File: src/rtl/core/assert_macros.svh
// assertion helpers used by the rtl control file bgu_ctrl
`ifndef ASSERT_MACROS_SVH
`define ASSERT_MACROS_SVH

// same-cycle implication, checked outside reset
`define BGU_ASSERT_IMM(lbl, clk, rst, ante, cons, msg) \
   lbl: assert property (@(posedge clk) disable iff (rst) (ante) |-> (cons)) else $error(msg);

// next-cycle implication, checked outside reset
`define BGU_ASSERT_NXT(lbl, clk, rst, ante, cons, msg) \
   lbl: assert property (@(posedge clk) disable iff (rst) (ante) |=> (cons)) else $error(msg);

`endif

File: src/rtl/core/bgu_pkg.sv
package bgu_pkg;

   // grid and number formats
   localparam int MAX_COARSE       = 64;
   localparam int COORD_W          = $clog2(MAX_COARSE);
   localparam int DEPTH            = MAX_COARSE * MAX_COARSE;
   localparam int ADDR_W           = 2 * COORD_W;
   localparam int FINE_W           = 12;
   localparam int SAMPLE_BITS      = 24;
   localparam int WEIGHT_FRAC_BITS = 16;
   localparam int SPACING_W        = 9;
   localparam int SIZE_W           = 7;
   localparam int ENTRY_W          = 3 * SAMPLE_BITS;

   // weight generation widths
   localparam int SQ_W   = 2 * SPACING_W;
   localparam int CU_W   = SQ_W + SPACING_W;
   localparam int NUM_W  = 30;
   localparam int WQ_W   = 18;
   localparam int DVD_W  = NUM_W + WEIGHT_FRAC_BITS + 1;
   localparam int WREM_W = DVD_W - WQ_W;
   localparam int WGT_W  = WQ_W + 1;

   // accumulation widths
   localparam int PROD_W = SAMPLE_BITS + WGT_W;
   localparam int ROW_W  = PROD_W + 2;
   localparam int RND_W  = ROW_W - WEIGHT_FRAC_BITS + 1;
   localparam int TERM_W = RND_W + WGT_W;
   localparam int ACC_W  = TERM_W + 2;

   localparam int CNT_W = 5;
   localparam int IDX_W = 4;

   localparam logic signed [ACC_W-1:0] SAT_MAX =
      ACC_W'((64'sd1 <<< (SAMPLE_BITS - 1)) - 64'sd1);
   localparam logic signed [ACC_W-1:0] SAT_MIN = -SAT_MAX - ACC_W'(1);

   // register file
   localparam int CSR_IDX_W  = 1;
   localparam int CSR_DATA_W = SPACING_W;
   localparam logic [CSR_IDX_W-1:0] CSR_SPACING = 1'b0;
   localparam logic [CSR_IDX_W-1:0] CSR_SIZE    = 1'b1;
   localparam logic [SPACING_W-1:0] SPACING_RST = 9'd8;
   localparam logic [SIZE_W-1:0]    SIZE_RST    = 7'd16;

   localparam logic MODE_WRITE = 1'b0;
   localparam logic MODE_QUERY = 1'b1;

   typedef struct packed {
      logic                          mode;
      logic [COORD_W-1:0]            coarse_row;
      logic [COORD_W-1:0]            coarse_col;
      logic [FINE_W-1:0]             fine_i;
      logic [FINE_W-1:0]             fine_j;
      logic signed [SAMPLE_BITS-1:0] sample_x;
      logic signed [SAMPLE_BITS-1:0] sample_y;
      logic signed [SAMPLE_BITS-1:0] sample_z;
   } req_type;

   typedef struct packed {
      logic signed [SAMPLE_BITS-1:0] out_x;
      logic signed [SAMPLE_BITS-1:0] out_y;
      logic signed [SAMPLE_BITS-1:0] out_z;
      logic                          inside_res;
   } rsp_type;

   typedef enum logic [3:0] {
      ST_IDLE,
      ST_DIV,
      ST_CHECK,
      ST_MUL1,
      ST_MUL2,
      ST_NUMER,
      ST_WINIT,
      ST_WDIV,
      ST_READ,
      ST_DRAIN,
      ST_FINISH
   } state_type;

   typedef struct packed {
      logic             write;
      logic             load;
      logic             div_step;
      logic             check;
      logic             mul1;
      logic             mul2;
      logic             numer;
      logic             winit;
      logic             wdiv_step;
      logic             issue;
      logic [IDX_W-1:0] rd_idx;
   } cmd_type;

   typedef struct packed {
      logic interior;
      logic acc_done;
   } sts_type;

   // divide by 2^frac, rounding half away from zero
   function automatic logic signed [ACC_W-1:0] round_frac(input logic signed [ACC_W-1:0] v);
      logic [ACC_W-1:0] mag;
      logic [ACC_W-1:0] q;
      mag = v[ACC_W-1] ? ACC_W'(-v) : ACC_W'(v);
      q   = (mag + (ACC_W'(1) << (WEIGHT_FRAC_BITS - 1))) >> WEIGHT_FRAC_BITS;
      return v[ACC_W-1] ? -$signed(q) : $signed(q);
   endfunction

endpackage

File: src/rtl/core/bgu_ctrl.sv
`include "assert_macros.svh"

module bgu_ctrl
   import bgu_pkg::*;
(
   input  logic    clock,
   input  logic    reset,
   input  logic    req_valid,
   input  logic    req_mode,
   input  logic    rsp_free,
   input  sts_type sts,
   output logic    req_stall,
   output logic    load_rsp,
   output cmd_type cmd
);

   state_type        state_ff, state_in;
   logic [CNT_W-1:0] cnt_ff, cnt_in;

   // state and step counter
   always_ff @(posedge clock) begin
      if (reset) begin
         state_ff <= ST_IDLE;
         cnt_ff   <= '0;
      end else begin
         state_ff <= state_in;
         cnt_ff   <= cnt_in;
      end
   end

   // next state
   always_comb begin
      state_in = state_ff;
      unique case (state_ff)
         ST_IDLE: begin
            if (req_valid && req_mode == MODE_QUERY) state_in = ST_DIV;
         end
         ST_DIV: begin
            if (cnt_ff == CNT_W'(FINE_W - 1)) state_in = ST_CHECK;
         end
         ST_CHECK:  state_in = ST_MUL1;
         ST_MUL1: begin
            state_in = sts.interior ? ST_MUL2 : ST_FINISH;
         end
         ST_MUL2:   state_in = ST_NUMER;
         ST_NUMER:  state_in = ST_WINIT;
         ST_WINIT:  state_in = ST_WDIV;
         ST_WDIV: begin
            if (cnt_ff == CNT_W'(WQ_W - 1)) state_in = ST_READ;
         end
         ST_READ: begin
            if (cnt_ff == CNT_W'((1 << IDX_W) - 1)) state_in = ST_DRAIN;
         end
         ST_DRAIN: begin
            if (sts.acc_done) state_in = ST_FINISH;
         end
         ST_FINISH: begin
            if (rsp_free) state_in = ST_IDLE;
         end
         default:   state_in = ST_IDLE;
      endcase
   end

   // counter restarts on every state change
   always_comb begin
      cnt_in = (state_in != state_ff) ? '0 : cnt_ff + CNT_W'(1);
   end

   // outputs
   always_comb begin
      cmd       = '0;
      req_stall = 1'b1;
      load_rsp  = 1'b0;
      unique case (state_ff)
         ST_IDLE: begin
            req_stall = 1'b0;
            cmd.write = req_valid && req_mode == MODE_WRITE;
            cmd.load  = req_valid && req_mode == MODE_QUERY;
         end
         ST_DIV:    cmd.div_step = 1'b1;
         ST_CHECK:  cmd.check = 1'b1;
         ST_MUL1:   cmd.mul1 = 1'b1;
         ST_MUL2:   cmd.mul2 = 1'b1;
         ST_NUMER:  cmd.numer = 1'b1;
         ST_WINIT:  cmd.winit = 1'b1;
         ST_WDIV:   cmd.wdiv_step = 1'b1;
         ST_READ: begin
            cmd.issue  = 1'b1;
            cmd.rd_idx = cnt_ff[IDX_W-1:0];
         end
         ST_DRAIN:  cmd = '0;
         ST_FINISH: load_rsp = rsp_free;
         default:   cmd = '0;
      endcase
   end

   `BGU_ASSERT_IMM(a_done_in_drain, clock, reset, sts.acc_done, state_ff == ST_DRAIN, "accumulation finished outside drain")
   `BGU_ASSERT_IMM(a_load_free, clock, reset, load_rsp, rsp_free, "result loaded into an occupied output")
   `BGU_ASSERT_NXT(a_query_starts, clock, reset, cmd.load, state_ff == ST_DIV && cnt_ff == '0, "query did not start division")

endmodule

File: config.mk
export PLATFORM = sky130hd
export DESIGN_NAME = bgu_ctrl
export DESIGN_NICKNAME = d
export VERILOG_FILES = /design/src/rtl/core/bgu_pkg.sv /design/src/rtl/core/bgu_ctrl.sv
export VERILOG_INCLUDE_DIRS = /design/src /design/src/rtl/core
export SDC_FILE = /design/constraint.sdc
export NUM_CORES = 1
export LEC_CHECK = 0
export BUFFER_PORTS_ARGS = -buffer_cell sky130_fd_sc_hd__buf_2
export CORE_MARGIN = 2
export CORE_UTILIZATION = 55
export DETAILED_ROUTE_END_ITERATION = 6
export GPL_ROUTABILITY_DRIVEN = 0
export PLACE_DENSITY = 0.81
export SLEW_MARGIN = 20
export SYNTH_ARGS = -nofsm -noshare
export SYNTH_HDL_FRONTEND = slang
export SYNTH_SLANG_ARGS = --single-unit
File: constraint.sdc
create_clock -name clock -period 3.4 [get_ports clock]
set_input_delay 0.34 -clock clock [delete_from_list [all_inputs] [get_ports clock]]
set_output_delay 0.34 -clock clock [all_outputs]
set_load 0.03 [all_outputs]
[Word-level counts from Yosys, hierarchy flattened]
Cells that the tools add are included.
Widths: inputs -> output; s select.
Cells by class
  add/subtract/negate cells: 1
  equal/unequal tests: 14
  mux-type cells: 19
  bitwise gates (word level): 1
  reductions and logical operators: 4
Operators by type and width (count)
  $pmux 4 s11: 1
  $mux 4: 7
  $eq 4x3->1 const B: 4
  $eq 4x4->1 const B: 3
  $eq 5x4->1 const B: 2
  $mux 1: 9
  $eq 4x2->1 const B: 2
  $add 5x1->5 const B: 1
  $eq 5x5->1 const B: 1
  $mux 5: 1
  $eq 4x1->1 const B: 1
  $logic_not 4->1: 1
  $ne 4x4->1: 1
  $logic_and 1x1->1: 2
  $mux 2: 1
  $reduce_or 2->1: 1
  $not 1->1: 1
Storage, ports and cells
  flip-flop bits (word level): 9
  input port bits: 7
  output and inout bits: 16
  logic and storage cells: 41

[Longest topological paths before layout]
Gate-level depths: netlist of run 1.
  depth after elaboration: 5
  gate-level depth with buffers: 8

[Worst setup path before layout of run 1]
Ideal clock, no wire load.
  path kind: register to output
  start point: register state_ff[1]
  end point: output cmd[0] (netlist name)
  arrival time: 1798 ps
  required time: 3060 ps
  path slack: 1262 ps
  stages on the path, launching flop included: 5
  path buffers: 2
  cell sequence: dfxtp_1 -> buf_4 -> buf_6 -> nor3_1 -> and2_1
RTL lines
  start, declared: RTL line bgu_ctrl.sv:17  | state_type state_ff, state_in;
  start signal, assigned: RTL line bgu_ctrl.sv:26  | state_ff <= state_in;
  end, declared: RTL line bgu_ctrl.sv:14  | output cmd_type cmd

==> results of run 1 <==
-- cell type report --
| type | instances | area (um^2) | area share |
|---|---|---|---|
| Sequential cell | 9 | 180 | 0.185 |
| Inverter | 6 | 22.5 | 0.0231 |
| Tap cell | 16 | 20.0 | 0.0206 |
| Timing Repair Buffer | 22 | 110 | 0.113 |
| Clock buffer | 4 | 26.3 | 0.0270 |
| Multi-Input combinational cell | 74 | 614 | 0.631 |
-- registers in the layout, summed over array words and instances, names as in the netlist --
name and count:
cnt_ff 5, state_ff 4
-- path summary, 6_finish.rpt --
path | start | end
worst max register to register | cnt_ff[0]$_SDFF_PP0_ | cnt_ff[1]$_SDFF_PP0_
worst min register to register | cnt_ff[0]$_SDFF_PP0_ | cnt_ff[0]$_SDFF_PP0_
worst max-delay path | state_ff[3]$_SDFF_PP0_ | cmd[3]
worst min-delay path | reset | state_ff[1]$_SDFF_PP0_
-- power breakdown --
part	total (mW)	switching, mW	internal, mW
logic	0.0475	0.0271	0.0204
clock network	0.0864	0.0411	0.0453
registers	0.118	0.00823	0.110
total	0.252	0.0764	0.175
-- layer usage --
metal	global-route usage	wire (um)	vias up	part of all wire
li1	-	-	400	-
met1	0.267	870	367	0.47
met2	0.362	888	21	0.48
met3	0.0367	79	2	0.042
met4	0.0909	29	0	0.016
met5	0	0	-	0
-- kinds of logic after synthesis --
kind of cell / Yosys count / share of synthesized area
AND/OR/NAND/NOR: 48 / 0.394
adder cells (fa/ha/maj): 3 / 0.0422
AO/OA/AOI/OAI: 21 / 0.235
XOR/XNOR: 2 / 0.0197
buffers and inverters: 14 / 0.107
flip-flops: 9 / 0.203
-- cells in the final DEF, fill, tap and decap left out, drive strengths merged, types with 2 or more instances in the layout --
| cell | synthesis | final |
|---|---|---|
| a31oi | 2 | 2 |
| a41oi | 2 | 2 |
| and2 | 3 | 3 |
| buf | 8 | 22 |
| clkbuf | 0 | 4 |
| dfxtp | 9 | 9 |
| ha | 3 | 3 |
| inv | 6 | 6 |
| nand2 | 5 | 5 |
| nand2b | 6 | 6 |
| nand3 | 3 | 3 |
| nor2 | 9 | 9 |
| nor3 | 6 | 6 |
| nor4 | 7 | 7 |
| o21ai | 5 | 5 |
| o22a | 2 | 2 |
| o311ai | 2 | 2 |
==> impl_metrics.tcl, run 1 <==
set metrics [dict create \
    row_count 14 \
    grt_max_degree 21 \
    r2r_setup_slack_ns 1.19 \
    skew_ns 0.0113 \
    tightest_slew_ns 0.793 \
    rsz0062_at_grt "no" \
    port_buffers 22 \
    cap_violations 0 \
    critPathSlowestCell "dfxtp_1" \
    die_w_um 44.2 \
    power.total_mw 0.252 \
    hp-class "in2reg" \
    crit_buf_inv 1 \
    worst-setup-path-type "reg2out" \
    yosys.area.top_type "dfxtp_1" \
    avgSynthCellArea_um2 9.17 \
    clk_pin_slew_ns 0.07 \
    insertion_delay_ns 0.27 \
    yosysSeqAreaShare 0.203 \
    relSlewSlack 0.471 \
    postRouteAntennaNets 0 \
    synth_warnings 0 \
    max_freq_ghz 0.419 \
    ys_seq_elements 9 \
    via_per_inst 6.03 \
    p_leak_nw 0.389 \
    path_depth 4 \
    io_pins 23 \
    grt_usage 0.214 \
    setup-tns-final_ns 0 \
    fin_util 0.646 \
    cp.arrival_ns 2.05 \
    grt_pass1_wl_um 3090 \
    ys.flop_type "dfxtp_1" \
    ctsHtreeMaxLevel 1 \
    pre_cts_ws_ns 1.23 \
    synth.area.top_cells "dfxtp_1 20%, buf_6 5.1%, ha_1 4.2%" \
    cts_max_path_buffers 2 \
    stdcell_area_um2 973 \
    synth_cells 97 \
    synth.top_cell.area_share 0.203 \
    cp.required_ns 3.06 \
    period_share 0.702 \
    holdBufCountCts 0 \
    post-cts-setup-buffers 0 \
    coreArea_um2 1510 \
    die_h_um 44.2 \
    drv_slew 0 \
    detail_route.wl_per_cell_um 14.3 \
    root_buffer "clkbuf_4" \
    crit_chain "nand2b_1 -> nor3_1 -> and2_1 -> buf_2" \
    start_util 0.591 \
    setup_viol 0 \
    grt_pass1_vias 708 \
    cts_tree "yes" \
    drc 0 \
    worstRegToRegCells 8 \
    synth.distinct_cells 44 \
    dieArea_um2 1950 \
    cp_max_fo 20 \
    syn-cell-area_um2 890 \
    crit_family "simple AND/OR/NAND/NOR gates" \
    clkSinkCount 9 \
    vias 790 \
    min_path_cells 2 \
    powerDensity_nw_per_um2 259 \
    hold_ws_ns 0.357 \
    outcome "finished, final reports clean" \
    drtIter0Drc 9 \
    routed_wl_um 1870 \
    dr.pass1.iters 4 \
    synth_common_cells "9 x dfxtp_1, 9 x nor2_1, 6 x inv_1, 6 x nand2b_1, 6 x nor3_1" \
    diodes 0 \
    cp-start-kind "flop" \
    place_inst 127 \
    synth_edf_count 0 \
    cts_buffers 3 \
    stdcell_count 131 \
    grt_overflow_total 0 \
    ir_worst_vdd_uv 192 \
    max_stage_delay_ns 0.79 \
    dpl-instance-area_um2 947 \
    ctsResizeCount 0 \
    final_nets 126 \
    min_period_ns 2.39 \
    hold_viol 0 \
    drive_gt1_frac 0.330 \
    fillers 123 \
    syn_nets 107 \
    end_kind "primary output" \
    fin_ws_ns 1.01 \
    dp_hpwl_um 1380 \
    area_growth_pct 9.42 \
    synthArstFlopShare 0 \
    antenna_found_initial 0 \
]
No activity file was read; power rests on OpenSTA's default activity.
==> run 2, diff against run 1 <==
--- a/config.mk
+++ b/config.mk
@@ -8,10 +8,10 @@
 export LEC_CHECK = 0
 export BUFFER_PORTS_ARGS = -buffer_cell sky130_fd_sc_hd__buf_2
 export CORE_MARGIN = 2
-export CORE_UTILIZATION = 55
+export CORE_UTILIZATION = 46
 export DETAILED_ROUTE_END_ITERATION = 6
 export GPL_ROUTABILITY_DRIVEN = 0
-export PLACE_DENSITY = 0.81
+export PLACE_DENSITY = 0.72
 export SLEW_MARGIN = 20
 export SYNTH_ARGS = -nofsm -noshare
 export SYNTH_HDL_FRONTEND = slang
==> constraint.sdc (replaced) <==
create_clock -name clock -period 2.18 [get_ports clock]
set_input_delay 0.218 -clock clock [delete_from_list [all_inputs] [get_ports clock]]
set_output_delay 0.218 -clock clock [all_outputs]
set_load 0.03 [all_outputs]
==> run 2 against run 1 <==
Against the previous run:
- combinational power rose by 81%
- non-clock buffer count is 5 higher
- clock power increased by 40%
- power grew 54%
- clock-buffer cell count unchanged
- via count rose by 5.1%
- sequential power is 53% higher
- routed wire length rose by 9.6%
- core utilization down 6.3 points
==> impl_metrics.tcl, run 2 (synthesis gave the netlist of run 1 again) <==
set metrics [dict create \
    largest_reg_flops 5 \
    cts_max_path_buffers 2 \
    drtIter0Drc 14 \
    cp.required_ns 2.29 \
    stdcell_area_um2 1030 \
    hold_viol 0 \
    cap_violations 0 \
    largest-register "cnt_ff" \
    max_freq_ghz 0.487 \
    die_h_um 48.0 \
    max_stage_delay_ns 0.40 \
    dr.pass1.iters 4 \
    die_w_um 48.0 \
    crit_path_frequent_cell "ha_1" \
    clkSinkCount 9 \
    crit_chain "ha_1 -> and3_1 -> ha_1 -> nand2b_1 -> a211o_4 -> o2111a_2 -> o311ai_4 -> nor4_2" \
    p_clk_frac 0.311 \
    fillers 185 \
    min_period_ns 2.05 \
    post-cts-setup-buffers 0 \
    ir_worst_vdd_uv 253 \
    grt_pass1_vias 756 \
    cp.arrival_ns 2.17 \
    dpl-instance-area_um2 996 \
    largestRegisters "cnt_ff (5), state_ff (4)" \
    skew_ns 0.00671 \
    port_buffers 22 \
    vias 830 \
    coreArea_um2 1760 \
    io_pins 23 \
    r2r_setup_slack_ns 0.13 \
    layout_commonest_cell "buf_2" \
    p_seq_frac 0.467 \
    area_growth_pct 15.6 \
    setup_viol 0 \
    cp-start-kind "flop" \
    diodes 0 \
    p_int_mw 0.277 \
    insertion_delay_ns 0.25 \
    grt_pass1_wl_um 3400 \
    setup-tns-final_ns 0 \
    period_share 0.942 \
    end_kind "flop" \
    drv_slew 0 \
    worst-setup-path-type "reg2reg" \
    detail_route.wl_per_cell_um 14.1 \
    via_per_inst 5.72 \
    swShare 0.286 \
    powerDensity_nw_per_um2 378 \
    routed_wl_um 2050 \
    outcome "finished, final reports clean" \
    power.total_mw 0.388 \
    p_comb_frac 0.222 \
    root_buffer "clkbuf_4" \
    grt_max_degree 15 \
    final_nets 131 \
    critPathSlowestCell "dfxtp_1" \
    postRouteAntennaNets 0 \
    p_leak_nw 0.417 \
    final_cell_mix "22 x buf_2, 9 x nor2_1, 9 x dfxtp_1" \
    cp_max_fo 5 \
    switching_power_mw 0.111 \
    drive_gt1_frac 0.367 \
    dp_hpwl_um 1620 \
    relSlewSlack 0.583 \
    grt_usage 0.208 \
    hold_ws_ns 0.279 \
    hp-class "in2reg" \
    ctsHtreeMaxLevel 1 \
    antenna_found_initial 0 \
    clk_pin_slew_ns 0.06 \
    drc 0 \
    dieArea_um2 2300 \
    start_util 0.504 \
    row_count 15 \
    cts_buffers 3 \
    cts_tree "yes" \
    grt_overflow_total 0 \
    tightest_slew_ns 0.625 \
]
## run 2: changes by cell type in the layout (fill, tap and decap cells not counted), sizes merged
cell	previous run	this run
buf	22	27
## run 2: final cells by class
cell class	count	area, um^2	area share
multi-input cells	74	621	0.603
clock buffers	4	26.3	0.0255
inverters	6	22.5	0.0219
repair buffers	27	148	0.144
flip-flops and latches	9	180	0.175
well taps	25	31.3	0.0304
## run 2: worst max-delay path, delay by kind of cell (launching register included)
| kind | cells | cell delay (ns) |
|---|---|---|
| compound gates | 3 | 0.88 |
| simple gates | 3 | 0.32 |
| flops | 1 | 0.40 |
| fa+ha+maj | 2 | 0.33 |
## run 2: path summary, 6_finish.rpt
check                                          start                endpoint  cells past startpoint
worst max-delay path            cnt_ff[0]$_SDFF_PP0_    cnt_ff[3]$_SDFF_PP0_                      8
worst min-delay path                           reset  state_ff[3]$_SDFF_PP0_                      2
worst max register to register  cnt_ff[0]$_SDFF_PP0_    cnt_ff[3]$_SDFF_PP0_                      8
worst min register to register  cnt_ff[0]$_SDFF_PP0_    cnt_ff[0]$_SDFF_PP0_                      1
## run 2: through the flow
step	cells	setup WS, ns	utilization
after global placement	141	0.174	0.565
after global routing	145	-0.00177	0.583
after CTS	145	0.101	0.579
after detailed placement	141	0.107	0.565
final	145	0.127	0.583
after floorplan	97	0.164	-
## run 2: what timing repair did
item | 4_1_cts | 5_1_grt
hold buffers | 0 | 0
gates resized for setup | 0 | 1
setup endpoints to repair | 0 | 5
## run 2: routing by layer
| layer | part of all wire | vias to the layer above | routed length (um) | global-route usage |
|---|---|---|---|---|
| li1 | - | 409 | - | - |
| met3 | 0.028 | 4 | 57 | 0.00755 |
| met4 | 0.019 | 0 | 39 | 0.108 |
| met1 | 0.46 | 398 | 935 | 0.260 |
| met5 | 0 | - | 0 | 0 |
| met2 | 0.50 | 19 | 1020 | 0.360 |
## run 2: power groups by stage
stage	clock network [mW]	registers, mW	logic (mW)
5_1_grt	0.137	0.183	0.0926
4_1_cts	0.125	0.182	0.0833
2_1_floorplan	0	0.179	0.0662
6_report	0.121	0.181	0.0860
3_3_place_gp	0	0.184	0.0790
3_5_place_dp	0	0.185	0.0831
